`src/sv/rds_group_bit_encoder_macros.svh`:
```
// assertion macros for the rds group bit encoder
`ifndef RDS_GROUP_BIT_ENCODER_MACROS_SVH
`define RDS_GROUP_BIT_ENCODER_MACROS_SVH

`ifndef ASSERT_OFF
`define RGBE_ASSERT(lbl, clk, rstn, prop, msg) \
    lbl: assert property (@(posedge clk) disable iff (!rstn) prop) else $error(msg);
`define RGBE_ASSERT_ALWAYS(lbl, clk, prop, msg) \
    lbl: assert property (@(posedge clk) prop) else $error(msg);
`else
`define RGBE_ASSERT(lbl, clk, rstn, prop, msg)
`define RGBE_ASSERT_ALWAYS(lbl, clk, prop, msg)
`endif

`endif

```
`src/sv/rgbe_pkg.sv`:
```
`timescale 1ns / 1ps

package rgbe_pkg;

    localparam int RT_SEGMENTS_DEF = 16;
    localparam int PS_GROUPS       = 4;
    localparam int BITS_PER_GROUP  = 104;
    localparam int BLOCK_BITS      = 26;
    localparam int DATA_BITS       = 16;
    localparam int CHECK_BITS      = 10;
    localparam int CFG_IDX_W       = 2;

    localparam logic [CHECK_BITS-1:0] CHECK_POLY_LOW = 10'h1B9;
    localparam logic [31:0]           SPACES32       = 32'h2020_2020;
    localparam logic [15:0]           RT_GROUP_TYPE  = 16'h2000;
    localparam logic [15:0]           PI_RESET       = 16'hFFFF;
    localparam logic [63:0]           PS_RESET       = 64'h2020_2020_2020_2020;

    localparam logic [CHECK_BITS-1:0] OFFSET_WORDS [4] = '{10'h0FC, 10'h198, 10'h168, 10'h1B4};

    localparam logic [CFG_IDX_W-1:0] CFG_PI_CODE = 2'd0;
    localparam logic [CFG_IDX_W-1:0] CFG_PS_TEXT = 2'd1;

    localparam logic REQ_TICK = 1'b0;
    localparam logic REQ_LOAD = 1'b1;

    typedef struct packed {
        logic        req_type;
        logic [3:0]  rt_index;
        logic [31:0] rt_word;
    } t_in_word;

    typedef struct packed {
        logic       chip_level;
        logic       data_bit;
        logic [4:0] group_number;
        logic [6:0] bit_number;
    } t_out_word;

    // remainder of data * x^10 by the block check polynomial
    function automatic logic [CHECK_BITS-1:0] checkword(input logic [DATA_BITS-1:0] data);
        logic [CHECK_BITS-1:0] rem;
        logic                  fb;
        rem = '0;
        for (int i = DATA_BITS - 1; i >= 0; i--) begin
            fb  = rem[CHECK_BITS-1] ^ data[i];
            rem = {rem[CHECK_BITS-2:0], 1'b0};
            if (fb) begin
                rem = rem ^ CHECK_POLY_LOW;
            end
        end
        return rem;
    endfunction

endpackage

```
`src/sv/rds_group_bit_encoder.sv`:
```
`timescale 1ns / 1ps
`include "rds_group_bit_encoder_macros.svh"
// rds group bit encoder
// input channel (i_in_valid / o_in_ready / i_in_word): a tick word asks for the
// next bit of the rotating group sequence, a load word writes one radiotext
// segment of four characters into the store.
// output channel (o_out_valid / i_out_ready / o_out_word): one word per tick,
// carrying raw bit, differential level, group and bit position. loads give none.
// configuration channel (i_cfg_valid / o_cfg_ready / i_cfg_index / i_cfg_data):
// always ready; index 0 is the pi code, index 1 the eight ps characters.
// an accepted tick word is registered in the output register, or in the skid stage.
// throughput: one word per cycle while o_in_ready is high; the bit, its 10-bit
// checkword and the level are formed in one pass from the counters between the
// input port and the output register.
// a skid stage behind the output register lets one more word in while the
// receiver stalls; ready drops only when both are full.
// reset: counters and level to zero, pi code to ffff, ps and radiotext to spaces,
// output and skid stages empty. no clearing pass is needed.
module rds_group_bit_encoder #(
    parameter int RT_SEGMENTS = rgbe_pkg::RT_SEGMENTS_DEF
) (
    input  logic                               i_clk,
    input  logic                               i_rst_n,
    input  logic                               i_in_valid,
    output logic                               o_in_ready,
    input  rgbe_pkg::t_in_word                 i_in_word,
    output logic                               o_out_valid,
    input  logic                               i_out_ready,
    output rgbe_pkg::t_out_word                o_out_word,
    input  logic                               i_cfg_valid,
    output logic                               o_cfg_ready,
    input  logic [rgbe_pkg::CFG_IDX_W-1:0]     i_cfg_index,
    input  logic [63:0]                        i_cfg_data
);
    import rgbe_pkg::*;

    localparam int SEG_W        = (RT_SEGMENTS > 1) ? $clog2(RT_SEGMENTS) : 1;
    localparam int TOTAL_GROUPS = PS_GROUPS + RT_SEGMENTS;

    logic [15:0]            r_pi_code;
    logic [63:0]            r_ps_text;
    logic [4:0]             r_group;
    logic [6:0]             r_bit;
    logic                   r_level;
    logic [31:0]            r_rt_store [RT_SEGMENTS];
    logic [RT_SEGMENTS-1:0] r_rt_valid;

    logic      r_out_valid;
    t_out_word r_out;
    logic      r_skid_valid;
    t_out_word r_skid;

    logic            tick_acc;
    logic            load_acc;
    logic            pop;
    logic [1:0]      blk;
    logic [4:0]      off;
    logic [SEG_W-1:0] seg;
    logic [31:0]     rt_word_rd;
    logic [15:0]     data;
    logic [CHECK_BITS-1:0] chk;
    logic            bit_val;
    logic [4:0]      n_group;
    logic [6:0]      n_bit;
    t_out_word       res;

    assign o_in_ready  = !r_skid_valid;
    assign o_cfg_ready = 1'b1;
    assign o_out_valid = r_out_valid;
    assign o_out_word  = r_out;

    assign tick_acc = i_in_valid && o_in_ready && (i_in_word.req_type == REQ_TICK);
    assign load_acc = i_in_valid && o_in_ready && (i_in_word.req_type == REQ_LOAD);
    assign pop      = r_out_valid && i_out_ready;

    // block and offset within the group
    always_comb begin
        if (r_bit < 7'(BLOCK_BITS)) begin
            blk = 2'd0;
            off = 5'(r_bit);
        end else if (r_bit < 7'(2 * BLOCK_BITS)) begin
            blk = 2'd1;
            off = 5'(r_bit - 7'(BLOCK_BITS));
        end else if (r_bit < 7'(3 * BLOCK_BITS)) begin
            blk = 2'd2;
            off = 5'(r_bit - 7'(2 * BLOCK_BITS));
        end else begin
            blk = 2'd3;
            off = 5'(r_bit - 7'(3 * BLOCK_BITS));
        end
    end

    assign seg        = SEG_W'(r_group - 5'(PS_GROUPS));
    assign rt_word_rd = r_rt_valid[seg] ? r_rt_store[seg] : SPACES32;

    always_comb begin
        data = r_pi_code;
        if (r_group < 5'(PS_GROUPS)) begin
            case (blk)
                2'd1: data = 16'(r_group);
                2'd2: begin
                    case (r_group[1:0])
                        2'd0:    data = r_ps_text[63:48];
                        2'd1:    data = r_ps_text[47:32];
                        2'd2:    data = r_ps_text[31:16];
                        default: data = r_ps_text[15:0];
                    endcase
                end
                default: data = r_pi_code;
            endcase
        end else begin
            case (blk)
                2'd1:    data = RT_GROUP_TYPE | 16'(seg);
                2'd2:    data = rt_word_rd[31:16];
                2'd3:    data = rt_word_rd[15:0];
                default: data = r_pi_code;
            endcase
        end
    end

    assign chk = checkword(data) ^ OFFSET_WORDS[blk];

    always_comb begin
        if (off < 5'(DATA_BITS)) begin
            bit_val = data[4'(5'(DATA_BITS - 1) - off)];
        end else begin
            bit_val = chk[4'(5'(BLOCK_BITS - 1) - off)];
        end
    end

    always_comb begin
        n_bit   = r_bit + 7'd1;
        n_group = r_group;
        if (r_bit == 7'(BITS_PER_GROUP - 1)) begin
            n_bit = '0;
            if (r_group == 5'(TOTAL_GROUPS - 1)) begin
                n_group = '0;
            end else begin
                n_group = r_group + 5'd1;
            end
        end
    end

    always_comb begin
        res.chip_level   = r_level ^ bit_val;
        res.data_bit     = bit_val;
        res.group_number = r_group;
        res.bit_number   = r_bit;
    end

    // sequence state and configuration
    always_ff @(posedge i_clk) begin
        if (!i_rst_n) begin
            r_pi_code  <= PI_RESET;
            r_ps_text  <= PS_RESET;
            r_group    <= '0;
            r_bit      <= '0;
            r_level    <= 1'b0;
            r_rt_valid <= '0;
        end else begin
            if (i_cfg_valid && o_cfg_ready) begin
                case (i_cfg_index)
                    CFG_PI_CODE: r_pi_code <= i_cfg_data[15:0];
                    CFG_PS_TEXT: r_ps_text <= i_cfg_data;
                    default: ;
                endcase
            end
            if (tick_acc) begin
                r_group <= n_group;
                r_bit   <= n_bit;
                r_level <= res.chip_level;
            end
            if (load_acc && (5'(i_in_word.rt_index) < 5'(RT_SEGMENTS))) begin
                r_rt_valid[i_in_word.rt_index[SEG_W-1:0]] <= 1'b1;
            end
        end
    end

    // radiotext store
    always_ff @(posedge i_clk) begin
        if (load_acc && (5'(i_in_word.rt_index) < 5'(RT_SEGMENTS))) begin
            r_rt_store[i_in_word.rt_index[SEG_W-1:0]] <= i_in_word.rt_word;
        end
    end

    // output register and skid stage
    always_ff @(posedge i_clk) begin
        if (!i_rst_n) begin
            r_out_valid  <= 1'b0;
            r_skid_valid <= 1'b0;
        end else begin
            if (r_skid_valid) begin
                if (pop) begin
                    r_out        <= r_skid;
                    r_skid_valid <= 1'b0;
                end
            end else if (tick_acc) begin
                if (!r_out_valid || pop) begin
                    r_out       <= res;
                    r_out_valid <= 1'b1;
                end else begin
                    r_skid       <= res;
                    r_skid_valid <= 1'b1;
                end
            end else if (pop) begin
                r_out_valid <= 1'b0;
            end
        end
    end

    `RGBE_ASSERT(a_skid_behind_out, i_clk, i_rst_n, r_skid_valid |-> r_out_valid, "skid full with output empty")
    `RGBE_ASSERT(a_bit_range, i_clk, i_rst_n, r_bit < 7'(BITS_PER_GROUP), "bit counter out of range")
    `RGBE_ASSERT(a_group_range, i_clk, i_rst_n, r_group < 5'(TOTAL_GROUPS), "group counter out of range")
    `RGBE_ASSERT(a_tick_gives_word, i_clk, i_rst_n, tick_acc |=> o_out_valid, "tick word lost")
    `RGBE_ASSERT(a_load_holds_count, i_clk, i_rst_n, load_acc |=> $stable(r_bit) && $stable(r_level), "load moved the sequence")

endmodule
```
`config.mk`:
```
export PLATFORM = sky130hd
export DESIGN_NAME = rds_group_bit_encoder
export DESIGN_NICKNAME = d
export VERILOG_FILES = /design/src/sv/rgbe_pkg.sv /design/src/sv/rds_group_bit_encoder.sv
export VERILOG_INCLUDE_DIRS = /design/src /design/src/sv
export SDC_FILE = /design/constraint.sdc
export NUM_CORES = 1
export LEC_CHECK = 0
export ABC_AREA = 1
export BUFFER_PORTS_ARGS = -buffer_cell sky130_fd_sc_hd__clkbuf_2
export CORE_ASPECT_RATIO = 1.1
export CORE_UTILIZATION = 40
export DETAILED_ROUTE_END_ITERATION = 16
export PLACE_DENSITY = 0.6
export SLEW_MARGIN = 5
export SYNTH_ARGS = -nofsm -noshare
export SYNTH_HDL_FRONTEND = slang
export SYNTH_SLANG_ARGS = --single-unit
```
`constraint.sdc`:
```
create_clock -name i_clk -period 5.86 [get_ports i_clk]
set_input_delay 0.293 -clock i_clk [delete_from_list [all_inputs] [get_ports i_clk]]
set_output_delay 0.293 -clock i_clk [all_outputs]
set_load 0.1 [all_outputs]
```
==> flow_summary_export.csv <==
group,metric,value,unit
hold_path,hold_end,"r_ps_text[42]$_SDFFE_PN0P_",
global_route,grt_max_degree,95,
hold_path,min_from,"i_cfg_data[42]",
cts,root_buffer,"clkbuf_16",
logic_synthesis,synthTopCellsByArea,"edfxtp_1 (57%), dfxtp_1 (7.8%), nand2_1 (6.5%), nor2_1 (6.1%), o21ai_0 (4.8%)",
setup_path,cp-start-kind,"flip-flop",
setup_path,worstPathRequired,6210,ps
detailed_routing,drt-total-wl,81500,microns
setup_path,critPathCaptureType,"flip-flop",
finish,finalInstanceArea,0.0329,sq mm
logic_synthesis,ys_warn_count,0,
floorplanning,rows,102,
job,drv_cap,0,
power,p_leak,12.2,nW
setup_path,path_buf_inv,7,
detailed_routing,drt_iter0_drc,2032,
finish,final_cells,3935,
detailed_routing,ant_nets,0,
place,place_inst,3746,
sta,fin_skew,22.6,ps
cts,h-tree-depth,3,
logic_synthesis,yosysMostFrequentCell,"edfxtp_1",
place,place_hpwl,47100,microns
setup_path,crit_path_frequent_cell,"nand2_1",
power,vdd_drop_max,0.180,mV
place,io_buffers,123,
cts,clk_pin_slew,60,ps
floorplanning,die_x,257,microns
cts,clock_sinks,651,
sta,slew_headroom,0.224,
cts,cts_tree,"built",
sta,fmax,0.188,GHz
place,placed_cell_area,0.0300,sq mm
sta,hold_violations,0,
floorplanning,dieArea,0.0726,sq mm
logic_synthesis,ys.flop_type,"edfxtp_1",
logic_synthesis,postSynthCellCount,2798,
logic_synthesis,synth_top_area_share,0.567,
global_route,antenna_found_initial,4,
logic_synthesis,ys_ff_latch,651,
hold_path,min_path_type,"input port to flip-flop",
cts,cts_buffer_depth,3,
floorplanning,coreArea,0.0706,sq mm
setup_path,reg2reg_slack,540,ps
sta,report.final.slew_viol_count,0,
detailed_routing,drc,0,
logic_synthesis,synth_top_area_cell,"edfxtp_1",
sta,rsz0062_at_grt,"no",
setup_path,worstPathArrival,5670,ps
sta,setup_slack,538,ps
global_route,grt_pass1_wl,122000,microns
cts,cts_buffers,67,
floorplanning,initial_utilization,0.405,
logic_synthesis,avgSynthCellArea,10.2,sq um
floorplanning,io_pins,125,
place,preCtsSetupSlack,407,ps
global_route,grt_use_total,0.222,
sta,setup_viol,0,
power,powerDensity,310,mW/mm^2
finish,fin_util,0.466,
logic_synthesis,synthDistinctLibCells,50,
detailed_routing,via_per_inst,5.36,
sta,tightest_slew,1160,ps
sta,period_needed,5320,ps
logic_synthesis,synth-edff-count,540,
finish,syn_to_final_growth,14.9,%
setup_path,slowest_delay,360,ps
sta,setup_tns,0,ps
setup_path,cp_slowest_cell,"dfxtp_1",
setup_path,crit_type,"flip-flop to flip-flop",
detailed_routing,drt_pass1_iterations,5,
logic_synthesis,yosysSeqAreaShare,0.644,
logic_synthesis,syn-num-nets,2922,
detailed_routing,wl_per_cell,20.7,microns
sta,hold_ws,42.7,ps
status,status,"finished clean",
finish,nets,3073,
floorplanning,die_h,283,microns
global_route,grt_pass1_vias,20500,
cts,clk_latency,620,ps
detailed_routing,via_count,21100,
global_route,grt-ovfl-total,0,
setup_path,cp_top_family,"simple AND/OR/NAND/NOR gates",
logic_synthesis,syn_area,0.0286,sq mm
setup_path,cp_max_fo,8,
setup_path,ff2ff_path_depth,39,
logic_synthesis,async_flop_share,0,
hold_path,worstHoldPathCells,3,
logic_synthesis,synthTopCellsByCount,"edfxtp_1 (540), nand2_1 (496), nor2_1 (468)",
finish,drive_above_1_share,0.121,
power,total_power,10.2,mW
setup_path,reg2reg_from,"r_bit[2]$_SDFFE_PN0P_",
place,gp_congestion,0.907,
sta,fin_crit_sh,0.908,
setup_path,r2r_end,"o_out_word[13]$_DFFE_PP_",
==> where the power goes <==
group          internal [mW]  total, mW  switching [mW]
logic                  0.295      0.889           0.594
registers               5.07       5.09          0.0276
clock network           2.43       4.21            1.78
total                   7.79       10.2            2.40
==> area by class of cell <==
class | instances | area, sq um
clock buffers | 84 | 1810
clock inverters | 34 | 338
flip-flops and latches | 651 | 18400
fillers | 6456 | 37700
inverters | 164 | 627
diodes | 1 | 2.50
well taps | 936 | 1170
repair buffers | 241 | 1750
multi-input cells | 1824 | 8720
==> timing repair <==
action / in CTS / in global routing
setup buffers: 0 / 7
hold buffers: 63 / 0
endpoints found under the setup margin: 0 / 3
gates resized for setup: 0 / 7
hold endpoints to repair: 79 / 0
==> worst max-delay path by stage <==
stage          slack (ps)                    start                        to  cells past startpoint
5_1_grt                20    r_bit[4]$_SDFFE_PN0P_  o_out_word[13]$_DFFE_PP_                     47
3_3_place_gp          400  r_group[0]$_SDFFE_PN0P_  o_out_word[13]$_DFFE_PP_                     39
4_1_cts               360    r_bit[2]$_SDFFE_PN0P_  o_out_word[13]$_DFFE_PP_                     44
3_5_place_dp          410    r_bit[2]$_SDFFE_PN0P_  o_out_word[13]$_DFFE_PP_                     44
6_report              540    r_bit[2]$_SDFFE_PN0P_  o_out_word[13]$_DFFE_PP_                     39
2_1_floorplan         940  r_group[0]$_SDFFE_PN0P_  o_out_word[13]$_DFFE_PP_                     48
==> cell families after synthesis <==
logic type | synth area share
AO/OA/AOI/OAI | 0.104
XOR/XNOR | 0.00883
adder cells (fa/ha/maj) | 0.00700
buffers and inverters | 0.0556
flip-flops | 0.644
other | 0.000131
AND/OR/NAND/NOR | 0.181
==> sequential cells by signal (all words and copies together) (netlist names) <==
name          cells
r_pi_code        16
o_out_word       14
r_skid_valid      1
r_rt_valid       16
o_out_valid       1
r_bit             7
r_ps_text        64
r_level           1
r_skid           14
r_rt_store      512
r_group           5
==> worst register-to-register path, delay by kind of cell, from the launching register on <==
kind,cells,cell delay (ps)
and+or+nand+nor,26,2360
buffers and inverters,7,1010
AOI/OAI and AO/OA,3,550
adders and majority gates,2,470
DFF,1,360
xor gates and xnor gates,1,320
==> layer usage <==
| metal | wire (microns) | global-route usage | up-vias |
|---|---|---|---|
| li1 | - | - | 9952 |
| met1 | 34200 | 0.281 | 10300 |
| met2 | 40000 | 0.382 | 680 |
| met3 | 4740 | 0.0311 | 167 |
| met4 | 2600 | 0.0870 | 6 |
| met5 | 41 | 0 | - |
==> layout by cell type (no fill, tap or decap), types with 3 or more instances in the layout <==
cell type,instances
o211ai_1,47
nand3b_1,4
clkinv_1,14
inv_1,144
clkinvlp_2,3
o21ai_0,276
nand2_1,496
nand2_2,31
nand3_2,4
clkbuf_16,70
o21ai_1,66
nand3_1,218
buf_12,6
a31oi_1,22
xor2_1,17
inv_2,14
clkinv_8,3
nor2_2,4
clkinv_2,5
a21oi_1,48
clkbuf_2,123
clkinvlp_4,4
clkbuf_1,13
dlygate4sd3_1,63
nor2_1,450
inv_6,3
dfxtp_1,107
edfxtp_1,540
or2_1,3
xnor2_1,10
bufinv_16,5
ha_1,15
buf_4,46
o22ai_1,36
nor2_4,21
o221ai_1,18
nor3_1,12
(Power assumes the default switching activity.)
